### src/hdl/bwtt_pkg.sv
// ---------------------------------------------------------------------------
// bwtt_pkg
// shared types, request and kind codes and sizes for the debug trigger table
// ---------------------------------------------------------------------------
package bwtt_pkg;

    localparam int SLOTS   = 8;
    localparam int SLOT_IW = (SLOTS > 1) ? $clog2(SLOTS) : 1;

    localparam logic [2:0] REQ_ADD_BREAK   = 3'd0;
    localparam logic [2:0] REQ_ADD_WATCH   = 3'd1;
    localparam logic [2:0] REQ_REMOVE      = 3'd2;
    localparam logic [2:0] REQ_ENABLE      = 3'd3;
    localparam logic [2:0] REQ_DISABLE     = 3'd4;
    localparam logic [2:0] REQ_CHECK_EXEC  = 3'd5;
    localparam logic [2:0] REQ_CHECK_READ  = 3'd6;
    localparam logic [2:0] REQ_CHECK_WRITE = 3'd7;

    localparam logic [1:0] KIND_BP_PC      = 2'd0;
    localparam logic [1:0] KIND_BP_CYCLE   = 2'd1;
    localparam logic [1:0] KIND_BP_RETIRED = 2'd2;
    localparam logic [1:0] KIND_WP_READ    = 2'd0;
    localparam logic [1:0] KIND_WP_WRITE   = 2'd1;

    typedef struct packed {
        logic [2:0]  req_type;
        logic [1:0]  kind;
        logic [63:0] match_value;
        logic [31:0] entry_id;
        logic [63:0] pc;
        logic [63:0] cycle_count;
        logic [63:0] retired_count;
        logic [31:0] access_addr;
        logic [31:0] access_size;
    } t_in_req;

    typedef struct packed {
        logic [31:0] assigned_id;
        logic        done_res;
        logic        hit;
        logic        table_full;
    } t_out_res;

    typedef struct packed {
        logic load;
        logic step;
        logic commit;
    } t_ctl_cmd;

    typedef struct packed {
        logic last_slot;
    } t_dp_stat;

endpackage

### src/hdl/breakpoint_watchpoint_trigger_table_core.sv
// ---------------------------------------------------------------------------
// breakpoint_watchpoint_trigger_table_core
// debug trigger table with breakpoint and watchpoint slots
// ---------------------------------------------------------------------------
// a request is accepted in idle, then the scan unit visits one slot per cycle
//   across all slots, and the commit writes the result register once it is free
// no new request is taken until the core is through with the last one
// a finished result waits in the output register while the next request is taken
// reset: synchronous, active low; all slots invalid, next id is one
module breakpoint_watchpoint_trigger_table_core (
    input  logic               i_clk,
    input  logic               i_rst_n,
    input  logic               i_in_valid,
    output logic               o_in_stall,
    input  bwtt_pkg::t_in_req  i_in_data,
    output logic               o_out_valid,
    input  logic               i_out_stall,
    output bwtt_pkg::t_out_res o_out_data
);

    bwtt_pkg::t_ctl_cmd cmd;
    bwtt_pkg::t_dp_stat stat;

    bwtt_ctrl u_ctrl (
        .i_clk       (i_clk),
        .i_rst_n     (i_rst_n),
        .i_in_valid  (i_in_valid),
        .o_in_stall  (o_in_stall),
        .o_out_valid (o_out_valid),
        .i_out_stall (i_out_stall),
        .i_stat      (stat),
        .o_cmd       (cmd)
    );

    bwtt_datapath u_datapath (
        .i_clk   (i_clk),
        .i_rst_n (i_rst_n),
        .i_req   (i_in_data),
        .i_cmd   (cmd),
        .o_stat  (stat),
        .o_res   (o_out_data)
    );

endmodule

### src/hdl/bwtt_datapath.sv
// ---------------------------------------------------------------------------
// bwtt_datapath
// slot storage, one-slot-per-cycle scan unit, id counter and result register
// ---------------------------------------------------------------------------
module bwtt_datapath (
    input  logic               i_clk,
    input  logic               i_rst_n,
    input  bwtt_pkg::t_in_req  i_req,
    input  bwtt_pkg::t_ctl_cmd i_cmd,
    output bwtt_pkg::t_dp_stat o_stat,
    output bwtt_pkg::t_out_res o_res
);

    logic                         r_valid    [bwtt_pkg::SLOTS];
    logic                         r_is_watch [bwtt_pkg::SLOTS];
    logic [1:0]                   r_kind     [bwtt_pkg::SLOTS];
    logic                         r_enabled  [bwtt_pkg::SLOTS];
    logic [63:0]                  r_value    [bwtt_pkg::SLOTS];
    logic [31:0]                  r_start    [bwtt_pkg::SLOTS];
    logic [31:0]                  r_len      [bwtt_pkg::SLOTS];
    logic [31:0]                  r_ident    [bwtt_pkg::SLOTS];
    logic [31:0]                  r_id_cnt;

    bwtt_pkg::t_in_req            r_req;
    logic [bwtt_pkg::SLOT_IW-1:0] r_idx;
    logic [bwtt_pkg::SLOT_IW-1:0] r_sel;
    logic                         r_found;
    logic                         r_hit;
    bwtt_pkg::t_out_res           r_res;

    logic        is_add;
    logic        is_id_op;
    logic        s_valid;
    logic        s_watch;
    logic [1:0]  s_kind;
    logic        s_en;
    logic [63:0] s_value;
    logic [31:0] s_start;
    logic [31:0] s_len;
    logic [31:0] s_ident;
    logic [31:0] slot_end;
    logic [31:0] acc_end;
    logic        overlap;
    logic        bp_fire;
    logic        wp_fire;
    logic        cand;
    logic        fire;

    assign is_add   = (r_req.req_type == bwtt_pkg::REQ_ADD_BREAK) ||
                      (r_req.req_type == bwtt_pkg::REQ_ADD_WATCH);
    assign is_id_op = (r_req.req_type == bwtt_pkg::REQ_REMOVE) ||
                      (r_req.req_type == bwtt_pkg::REQ_ENABLE) ||
                      (r_req.req_type == bwtt_pkg::REQ_DISABLE);

    // slot under scan
    assign s_valid = r_valid[r_idx];
    assign s_watch = r_is_watch[r_idx];
    assign s_kind  = r_kind[r_idx];
    assign s_en    = r_enabled[r_idx];
    assign s_value = r_value[r_idx];
    assign s_start = r_start[r_idx];
    assign s_len   = r_len[r_idx];
    assign s_ident = r_ident[r_idx];

    assign slot_end = s_start + s_len;
    assign acc_end  = r_req.access_addr + r_req.access_size;
    assign overlap  = (r_req.access_addr < slot_end) && (s_start < acc_end);

    assign bp_fire = ((s_kind == bwtt_pkg::KIND_BP_PC) && (r_req.pc == s_value)) ||
                     ((s_kind == bwtt_pkg::KIND_BP_CYCLE) &&
                      (r_req.cycle_count >= s_value)) ||
                     ((s_kind == bwtt_pkg::KIND_BP_RETIRED) &&
                      (r_req.retired_count >= s_value));

    assign wp_fire = overlap &&
                     !((r_req.req_type == bwtt_pkg::REQ_CHECK_READ) &&
                       (s_kind == bwtt_pkg::KIND_WP_WRITE)) &&
                     !((r_req.req_type == bwtt_pkg::REQ_CHECK_WRITE) &&
                       (s_kind == bwtt_pkg::KIND_WP_READ));

    always_comb begin
        cand = 1'b0;
        fire = 1'b0;
        unique case (r_req.req_type)
            bwtt_pkg::REQ_ADD_BREAK, bwtt_pkg::REQ_ADD_WATCH: begin
                cand = !s_valid;
            end
            bwtt_pkg::REQ_REMOVE, bwtt_pkg::REQ_ENABLE, bwtt_pkg::REQ_DISABLE: begin
                cand = s_valid && (s_ident == r_req.entry_id);
            end
            bwtt_pkg::REQ_CHECK_EXEC: begin
                fire = s_valid && s_en && !s_watch && bp_fire;
            end
            default: begin
                fire = s_valid && s_en && s_watch && wp_fire;
            end
        endcase
    end

    assign o_stat.last_slot = (r_idx == bwtt_pkg::SLOT_IW'(bwtt_pkg::SLOTS - 1));
    assign o_res = r_res;

    // scan state
    always_ff @(posedge i_clk) begin
        if (!i_rst_n) begin
            r_idx   <= '0;
            r_found <= 1'b0;
            r_hit   <= 1'b0;
        end else if (i_cmd.load) begin
            r_idx   <= '0;
            r_found <= 1'b0;
            r_hit   <= 1'b0;
        end else if (i_cmd.step) begin
            r_idx <= bwtt_pkg::SLOT_IW'(r_idx + 1'b1);
            if (cand && !r_found) begin
                r_found <= 1'b1;
            end
            if (fire) begin
                r_hit <= 1'b1;
            end
        end
    end

    always_ff @(posedge i_clk) begin
        if (i_cmd.load) begin
            r_req <= i_req;
        end
        if (i_cmd.step && cand && !r_found) begin
            r_sel <= r_idx;
        end
        if (i_cmd.commit) begin
            r_res.assigned_id <= (is_add && r_found) ? r_id_cnt : 32'd0;
            r_res.done_res    <= is_id_op && r_found;
            r_res.hit         <= r_hit;
            r_res.table_full  <= is_add && !r_found;
        end
    end

    // table update on commit
    always_ff @(posedge i_clk) begin
        if (!i_rst_n) begin
            r_id_cnt <= 32'd1;
            for (int i = 0; i < bwtt_pkg::SLOTS; i++) begin
                r_valid[i] <= 1'b0;
            end
        end else if (i_cmd.commit && r_found) begin
            if (is_add) begin
                r_id_cnt       <= r_id_cnt + 32'd1;
                r_valid[r_sel] <= 1'b1;
            end else if (r_req.req_type == bwtt_pkg::REQ_REMOVE) begin
                r_valid[r_sel] <= 1'b0;
            end
        end
    end

    always_ff @(posedge i_clk) begin
        if (i_cmd.commit && r_found) begin
            if (is_add) begin
                r_enabled[r_sel] <= 1'b1;
                r_kind[r_sel]    <= r_req.kind;
                r_ident[r_sel]   <= r_id_cnt;
                if (r_req.req_type == bwtt_pkg::REQ_ADD_BREAK) begin
                    r_is_watch[r_sel] <= 1'b0;
                    r_value[r_sel]    <= r_req.match_value;
                    r_start[r_sel]    <= 32'd0;
                    r_len[r_sel]      <= 32'd0;
                end else begin
                    r_is_watch[r_sel] <= 1'b1;
                    r_value[r_sel]    <= 64'd0;
                    r_start[r_sel]    <= r_req.access_addr;
                    r_len[r_sel]      <= r_req.access_size;
                end
            end else if (r_req.req_type == bwtt_pkg::REQ_ENABLE) begin
                r_enabled[r_sel] <= 1'b1;
            end else if (r_req.req_type == bwtt_pkg::REQ_DISABLE) begin
                r_enabled[r_sel] <= 1'b0;
            end
        end
    end

endmodule

### src/hdl/bwtt_ctrl.sv
// ---------------------------------------------------------------------------
// bwtt_ctrl
// request sequencer: accept, scan all slots, commit and hand off the result
// ---------------------------------------------------------------------------
module bwtt_ctrl (
    input  logic               i_clk,
    input  logic               i_rst_n,
    input  logic               i_in_valid,
    output logic               o_in_stall,
    output logic               o_out_valid,
    input  logic               i_out_stall,
    input  bwtt_pkg::t_dp_stat i_stat,
    output bwtt_pkg::t_ctl_cmd o_cmd
);

    localparam logic [1:0] S_IDLE   = 2'd0;
    localparam logic [1:0] S_SCAN   = 2'd1;
    localparam logic [1:0] S_COMMIT = 2'd2;

    logic [1:0] r_state;
    logic [1:0] n_state;
    logic       r_out_valid;
    logic       n_out_valid;
    logic       out_free;

    assign out_free    = !r_out_valid || !i_out_stall;
    assign o_in_stall  = (r_state != S_IDLE);
    assign o_out_valid = r_out_valid;

    always_comb begin
        n_state      = r_state;
        o_cmd.load   = 1'b0;
        o_cmd.step   = 1'b0;
        o_cmd.commit = 1'b0;
        unique case (r_state)
            S_IDLE: begin
                if (i_in_valid) begin
                    o_cmd.load = 1'b1;
                    n_state    = S_SCAN;
                end
            end
            S_SCAN: begin
                o_cmd.step = 1'b1;
                if (i_stat.last_slot) begin
                    n_state = S_COMMIT;
                end
            end
            S_COMMIT: begin
                if (out_free) begin
                    o_cmd.commit = 1'b1;
                    n_state      = S_IDLE;
                end
            end
            default: begin
                n_state = S_IDLE;
            end
        endcase
    end

    always_comb begin
        n_out_valid = r_out_valid;
        if (o_cmd.commit) begin
            n_out_valid = 1'b1;
        end else if (r_out_valid && !i_out_stall) begin
            n_out_valid = 1'b0;
        end
    end

    always_ff @(posedge i_clk) begin
        if (!i_rst_n) begin
            r_state     <= S_IDLE;
            r_out_valid <= 1'b0;
        end else begin
            r_state     <= n_state;
            r_out_valid <= n_out_valid;
        end
    end

endmodule

### config.mk
export PLATFORM = sky130hd
export DESIGN_NAME = breakpoint_watchpoint_trigger_table_core
export DESIGN_NICKNAME = d
export VERILOG_FILES = /design/src/hdl/bwtt_pkg.sv /design/src/hdl/breakpoint_watchpoint_trigger_table_core.sv /design/src/hdl/bwtt_datapath.sv /design/src/hdl/bwtt_ctrl.sv
export SDC_FILE = /design/constraint.sdc
export NUM_CORES = 2
export LEC_CHECK = 0
export BUFFER_PORTS_ARGS = -buffer_cell sky130_fd_sc_hd__buf_2
export CORE_AREA = 4 4 387 389
export DETAILED_ROUTE_END_ITERATION = 12
export DIE_AREA = 0 0 391 393
export GPL_TIMING_DRIVEN = 0
export PLACE_DENSITY = 0.67
export SLEW_MARGIN = 15
export SYNTH_ARGS = -nofsm -noshare
export SYNTH_HDL_FRONTEND = slang
export SYNTH_SLANG_ARGS = --single-unit
### constraint.sdc
create_clock -name i_clk -period 14 [get_ports i_clk]
set_input_delay 2.1 -clock i_clk [delete_from_list [all_inputs] [get_ports i_clk]]
set_output_delay 2.1 -clock i_clk [all_outputs]
set_load 0.01 [all_outputs]
---- Word level (Yosys, flattened, before mapping) ----
Memories as Yosys holds them, arrays and structs flattened. A register that Yosys moved wholly into a read port is not among the register bits.
Index checks and enable logic that the tools add are counted.
storage, ports and cells
  bits in writable memories ............... 1320
  output and inout port bits .............. 37
  bits in registers ....................... 435
  bits of input ports ..................... 361
  word-level logic and storage cells ...... 177
  memories ................................ 8
cells by class
  muxes and demuxes ....................... 67
  equality and inequality tests ........... 17
  add/subtract/negate cells ............... 4
  $lt $le $gt $ge ......................... 4
  reductions and logical operators ........ 49
  bitwise logic cells ..................... 8
memory list
  name                  depth  width  rd ports  clocked after memory_dff  write ports  line                 RTL
  u_datapath.r_value    8      64     1         1                         1            bwtt_datapath.sv:18  logic [63:0] r_value [bwtt_pkg::SLOTS];
  u_datapath.r_ident    8      32     1         1                         1            bwtt_datapath.sv:21  logic [31:0] r_ident [bwtt_pkg::SLOTS];
  u_datapath.r_len      8      32     1         1                         1            bwtt_datapath.sv:20  logic [31:0] r_len [bwtt_pkg::SLOTS];
  u_datapath.r_start    8      32     1         1                         1            bwtt_datapath.sv:19  logic [31:0] r_start [bwtt_pkg::SLOTS];
  u_datapath.r_kind     8      2      1         1                         1            bwtt_datapath.sv:16  logic [1:0] r_kind [bwtt_pkg::SLOTS];
  u_datapath.r_enabled  8      1      1         1                         1            bwtt_datapath.sv:17  logic r_enabled [bwtt_pkg::SLOTS];
  +2 memories           --     --     --        --                        --           --
operator list
  cell                                                  number
  greater-or-equal comparator 64 bit                    2
  adder 32 bit                                          2
  equality test 64 bit                                  1
  < comparator 32 bit                                   2
  two-way mux 32 bit                                    2
  two-way mux 64 bit                                    1
  two-way mux 3 bit                                     17
  two-way mux 1 bit                                     41
  adder 32 x 1 -> 32 bit (second input constant)        1
  equality test 32 bit                                  1
  logical AND 1 bit                                     22
  equality test 3 bit (second input constant)           5
  logical NOT 1 bit                                     7
  OR 1 bit                                              7
  equality test 3 x 2 -> 1 bit (second input constant)  2
  logical OR 1 bit                                      6
  two-way mux 2 bit                                     3
  case mux 2 bit (3 select lines)                       1
  AND reduction 2 bit                                   3
  OR reduction 5 bit                                    1
  equality test 2 x 1 -> 1 bit (second input constant)  2
  equality test 2 bit (second input constant)           2
  logical NOT 2 bit                                     2
  != test 2 bit (second input constant)                 2
  11 further kinds                                      14

---- Logic depth before layout (Yosys ltp) ----
  depth in word-level cells ............... 11
  mapped depth ............................ 35
  depth with buffers taken out ............ 26

---- Hierarchy ----
Synthesis repeated with hierarchy kept, for this count alone.
unflattened totals
  cell total of the unflattened synthesis .. 3924
  area total of the unflattened synthesis .. 72752.3 um2
modules (own cells, without submodules)
  module         area each (um2)  instances  cells each  seq. area each (um2)
  bwtt_datapath  72582.1          1          3904        52220.1
  bwtt_ctrl      170.2            1          20          60.1

---- Worst setup path after synthesis ----
Ideal clock, no wire load.
  path type ............................... input to register
  from .................................... in i_out_stall
  to ...................................... mem u_datapath.r_valid[1]
  setup slack ............................. 2748 ps
  cell stages on the path ................. 5
  path buffers ............................ 1
  required time ........................... 13916 ps
  arrival time ............................ 11168 ps
  setup time .............................. 84 ps
  path through ............................ a21oi_1 > nand2_1 > clkbuf_1 > nor2_1 > o221a_2
RTL lines
  item             line                                            RTL
  start, declared  breakpoint_watchpoint_trigger_table_core.sv:17  input logic i_out_stall,
  end, declared    bwtt_datapath.sv:14                             logic r_valid [bwtt_pkg::SLOTS];

==> results.yml <==
run_status:
  status: "completed"
placed_design:
  hpwl_mm: 131
  gp_congestion: 0.861
  io_buffer_count: 396
yosys:
  yosys.area.top_type: "edfxtp_1"
  synth_nets: 4594
  ys_top_cells_by_count: "edfxtp_1 (1707), mux4_2 (301), nand2_1 (262)"
  netlist_area_sq_mm: 0.0727
  synth-main-ff-cell: "edfxtp_1"
  syn_inst: 3976
  ys_ff_latch: 1758
  seq_area_frac_synth_pct: 71.9
  yosysMostFrequentCell: "edfxtp_1"
  synth_cell_types: 80
  synth_edf_count: 1707
  synth_top_area_share_pct: 70.5
  async_flop_share_pct: 0
  yosysWarnings: 0
  yosys-top-cells-area: "edfxtp_1 (70%), mux4_2 (9.3%), ha_1 (4.4%), mux2i_1 (1.7%), dfxtp_1 (1.4%)"
  avgSynthCellArea_sq_um: 18.3
floorplanning:
  core_sq_mm: 0.147
  dieWidth_um: 391
  start_util_pct: 49.5
  ioPinCount: 398
  num_rows: 141
  die_area_sq_mm: 0.154
  die_y_um: 393
drt:
  routedWlPerCell_um: 27.8
  drt-initial-drc-count: 4030
  viasPerCell: 5.88
  ant_nets: 0
  via_count: 39600
  wl_mm: 187
  drc: 0
  first_pass_iters: 5
timing:
  slew_violations: 0
  rsz0062_at_grt: "no"
  hold_violations: 0
  clock.fmax_mhz: 105
  whs_ns: 0.462
  fin_skew_ns: 0.0596
  post-route-period-util_pct: 68.0
  setup_viol: 0
  slew-limit-headroom_pct: 13.2
  period_needed_ns: 9.52
  worst_slew_pin_slew_ns: 1.27
global_routing:
  grt_pass1_vias: 39500
  grt_util_all_layers_pct: 24.3
  grt_max_degree: 63
  gr-total-overflow: 0
  antenna_found_initial: 27
  grt_pass1_wl_mm: 270
pwr:
  p_leak_nw: 27.7
  cellPowerDensity_mw_per_mm2: 131
  clkPwrFrac_pct: 42.9
  p_sw_mw: 2.40
  swShare_pct: 21.5
  p_total_mw: 11.2
  intPower_mw: 8.77
  combPwrFrac_pct: 4.8
  seqPwrFrac_pct: 52.3
  max-vdd-ir-drop_mv: 0.127
setup_path:
  cp.required_ns: 14.77
  cp_max_fo: 10
  slowest_delay_ns: 0.69
  setup.worst_path.class: "flip-flop to flip-flop"
  worst_setup_path_start_kind: "flip-flop"
  worst_path_max_delay_cell: "clkbuf_1"
  crit_arrival_ns: 10.28
  cp-end-kind: "flip-flop"
clocking:
  cts_tree: "yes"
  cts_max_level: 4
  ctsHoldBuffers: 0
  cts_buffers: 180
  clock_path_buffers: 3
  cts_resized: 0
  cts_sinks: 1758
  clkTransAtPathRegs_ns: 0.06
  clock-root-buffer: "clkbuf_16"
  clock_latency_ns: 0.82
  postCtsSetupBuffers: 0
finish:
  register_area_sq_mm: 0.0523
  multi_input_area_sq_mm: 0.0197
  nets: 5248
  drive_gt1_share_pct: 24.2
  synthToLayoutAreaGrowth_pct: 16.9
  fillers: 10900
hold_path:
  holdCritPathClass: "flip-flop to flip-flop"
  min-delay-start: "u_datapath.r_idx[2]"
job:
  drv_cap: 0
==> stage by stage <==
step | util, % | setup TNS (ns) | setup slack [ns] | area [sq um] | cells
floorplan | - | 0 | 2.75 | 72700 | 3976
global placement | 52.5 | -5077.97 | -5.50 | 77100 | 6302
detailed placement | 53.8 | 0 | 4.54 | 79000 | 6378
CTS | 57.9 | 0 | 4.49 | 85000 | 6715
global route | 57.9 | 0 | 4.19 | 85000 | 6716
finish | 57.9 | 0 | 4.48 | 85000 | 6731
==> registers in the layout, indices dropped and copies added, names as in the netlist, 2 cells and up, named ones only <==
signal                 cells
u_ctrl.r_state             2
u_datapath.o_res          35
u_datapath.r_enabled       8
u_datapath.r_id_cnt       32
u_datapath.r_ident       256
u_datapath.r_idx           3
u_datapath.r_is_watch      8
u_datapath.r_kind         16
u_datapath.r_len         256
u_datapath.r_req         357
u_datapath.r_sel           3
u_datapath.r_start       256
u_datapath.r_valid         8
u_datapath.r_value       512
==> layout make-up <==
class | count | area share, %
Tap cell | 1930 | 2.84
Timing Repair Buffer | 472 | 4.40
Multi-Input combinational cell | 2043 | 23.1
Inverter | 38 | 0.171
Buffer | 137 | 0.934
Clock buffer | 228 | 5.65
Antenna cell | 16 | 0.0471
Clock inverter | 109 | 1.38
Sequential cell | 1758 | 61.5
==> worst paths after layout <==
path	endpoint	slack (ns)	cells past startpoint
min reg2reg	u_datapath.r_sel[2]	0.46	0
min	u_datapath.r_sel[2]	0.46	0
max	u_datapath.r_hit	4.48	30
max reg2reg	u_datapath.r_hit	4.48	30
==> cells in the final DEF, fill, tap and decap left out, drive strengths merged, types with 8 or more instances in the layout <==
| cell | n |
|---|---|
| dfxtp | 51 |
| nor2b | 22 |
| buf | 560 |
| nand4 | 55 |
| nor3 | 21 |
| edfxtp | 1707 |
| xnor2 | 94 |
| a21boi | 8 |
| a211oi | 22 |
| xor2 | 78 |
| o21ai | 107 |
| bufinv | 16 |
| o221a | 8 |
| mux2i | 130 |
| a22oi | 27 |
| or3 | 8 |
| and3 | 78 |
| nand2b | 18 |
| nand3 | 35 |
| nor4 | 17 |
| and2 | 135 |
| nand2 | 262 |
| a21oi | 95 |
| nor2 | 97 |
| clkbuf | 277 |
| mux4 | 301 |
| o211ai | 8 |
| inv | 47 |
| ha | 255 |
| diode | 16 |
| a2111oi | 8 |
| o21a | 12 |
| clkinv | 78 |
| a21o | 51 |
==> critical path, delay by kind of cell (launching register included) <==
family / cells / cell delay, ns
adder cells (fa/ha/maj): 2 / 0.59
multiplexers: 1 / 0.40
flip-flops: 1 / 0.32
XOR/XNOR: 1 / 0.15
AO/OA/AOI/OAI: 11 / 3.32
AND/OR/NAND/NOR: 6 / 1.58
buffers and inverters: 9 / 3.07
==> logic make-up (layout without fill, tap and decap cells) <==
family          Yosys count  in the layout  synth area share, %
flops                  1758           1758                 71.9
simple gates            776            776                 5.43
mux                     432            432                 11.2
compound gates          406            406                 3.66
fa+ha+maj               257            257                 4.44
buf+inv                 175            984                 1.29
xor+xnor                172            172                 2.07
other cells               0             16                    0
==> power by group through the flow <==
stage	clock (mW)	combinational (mW)	sequential (mW)
final	4.80	0.534	5.84
after detailed placement	0	0.535	5.95
after global routing	5.10	0.588	5.84
after CTS	4.87	0.539	5.84
after global placement	0	0.513	5.99
after floorplan	0	0.331	5.95
==> routing by layer <==
| layer | global-route usage, % | vias to the layer above | wire, um | part of all wire, % |
|---|---|---|---|---|
| li1 | - | 17300 | - | - |
| met1 | 32.9 | 20300 | 74300 | 40 |
| met2 | 40.1 | 1644 | 91700 | 49 |
| met3 | 5.46 | 271 | 16200 | 8.7 |
| met4 | 6.63 | 20 | 4810 | 2.6 |
| met5 | 0 | - | 141 | 0.075 |
Note: power is estimated with default switching activity, not from simulation.
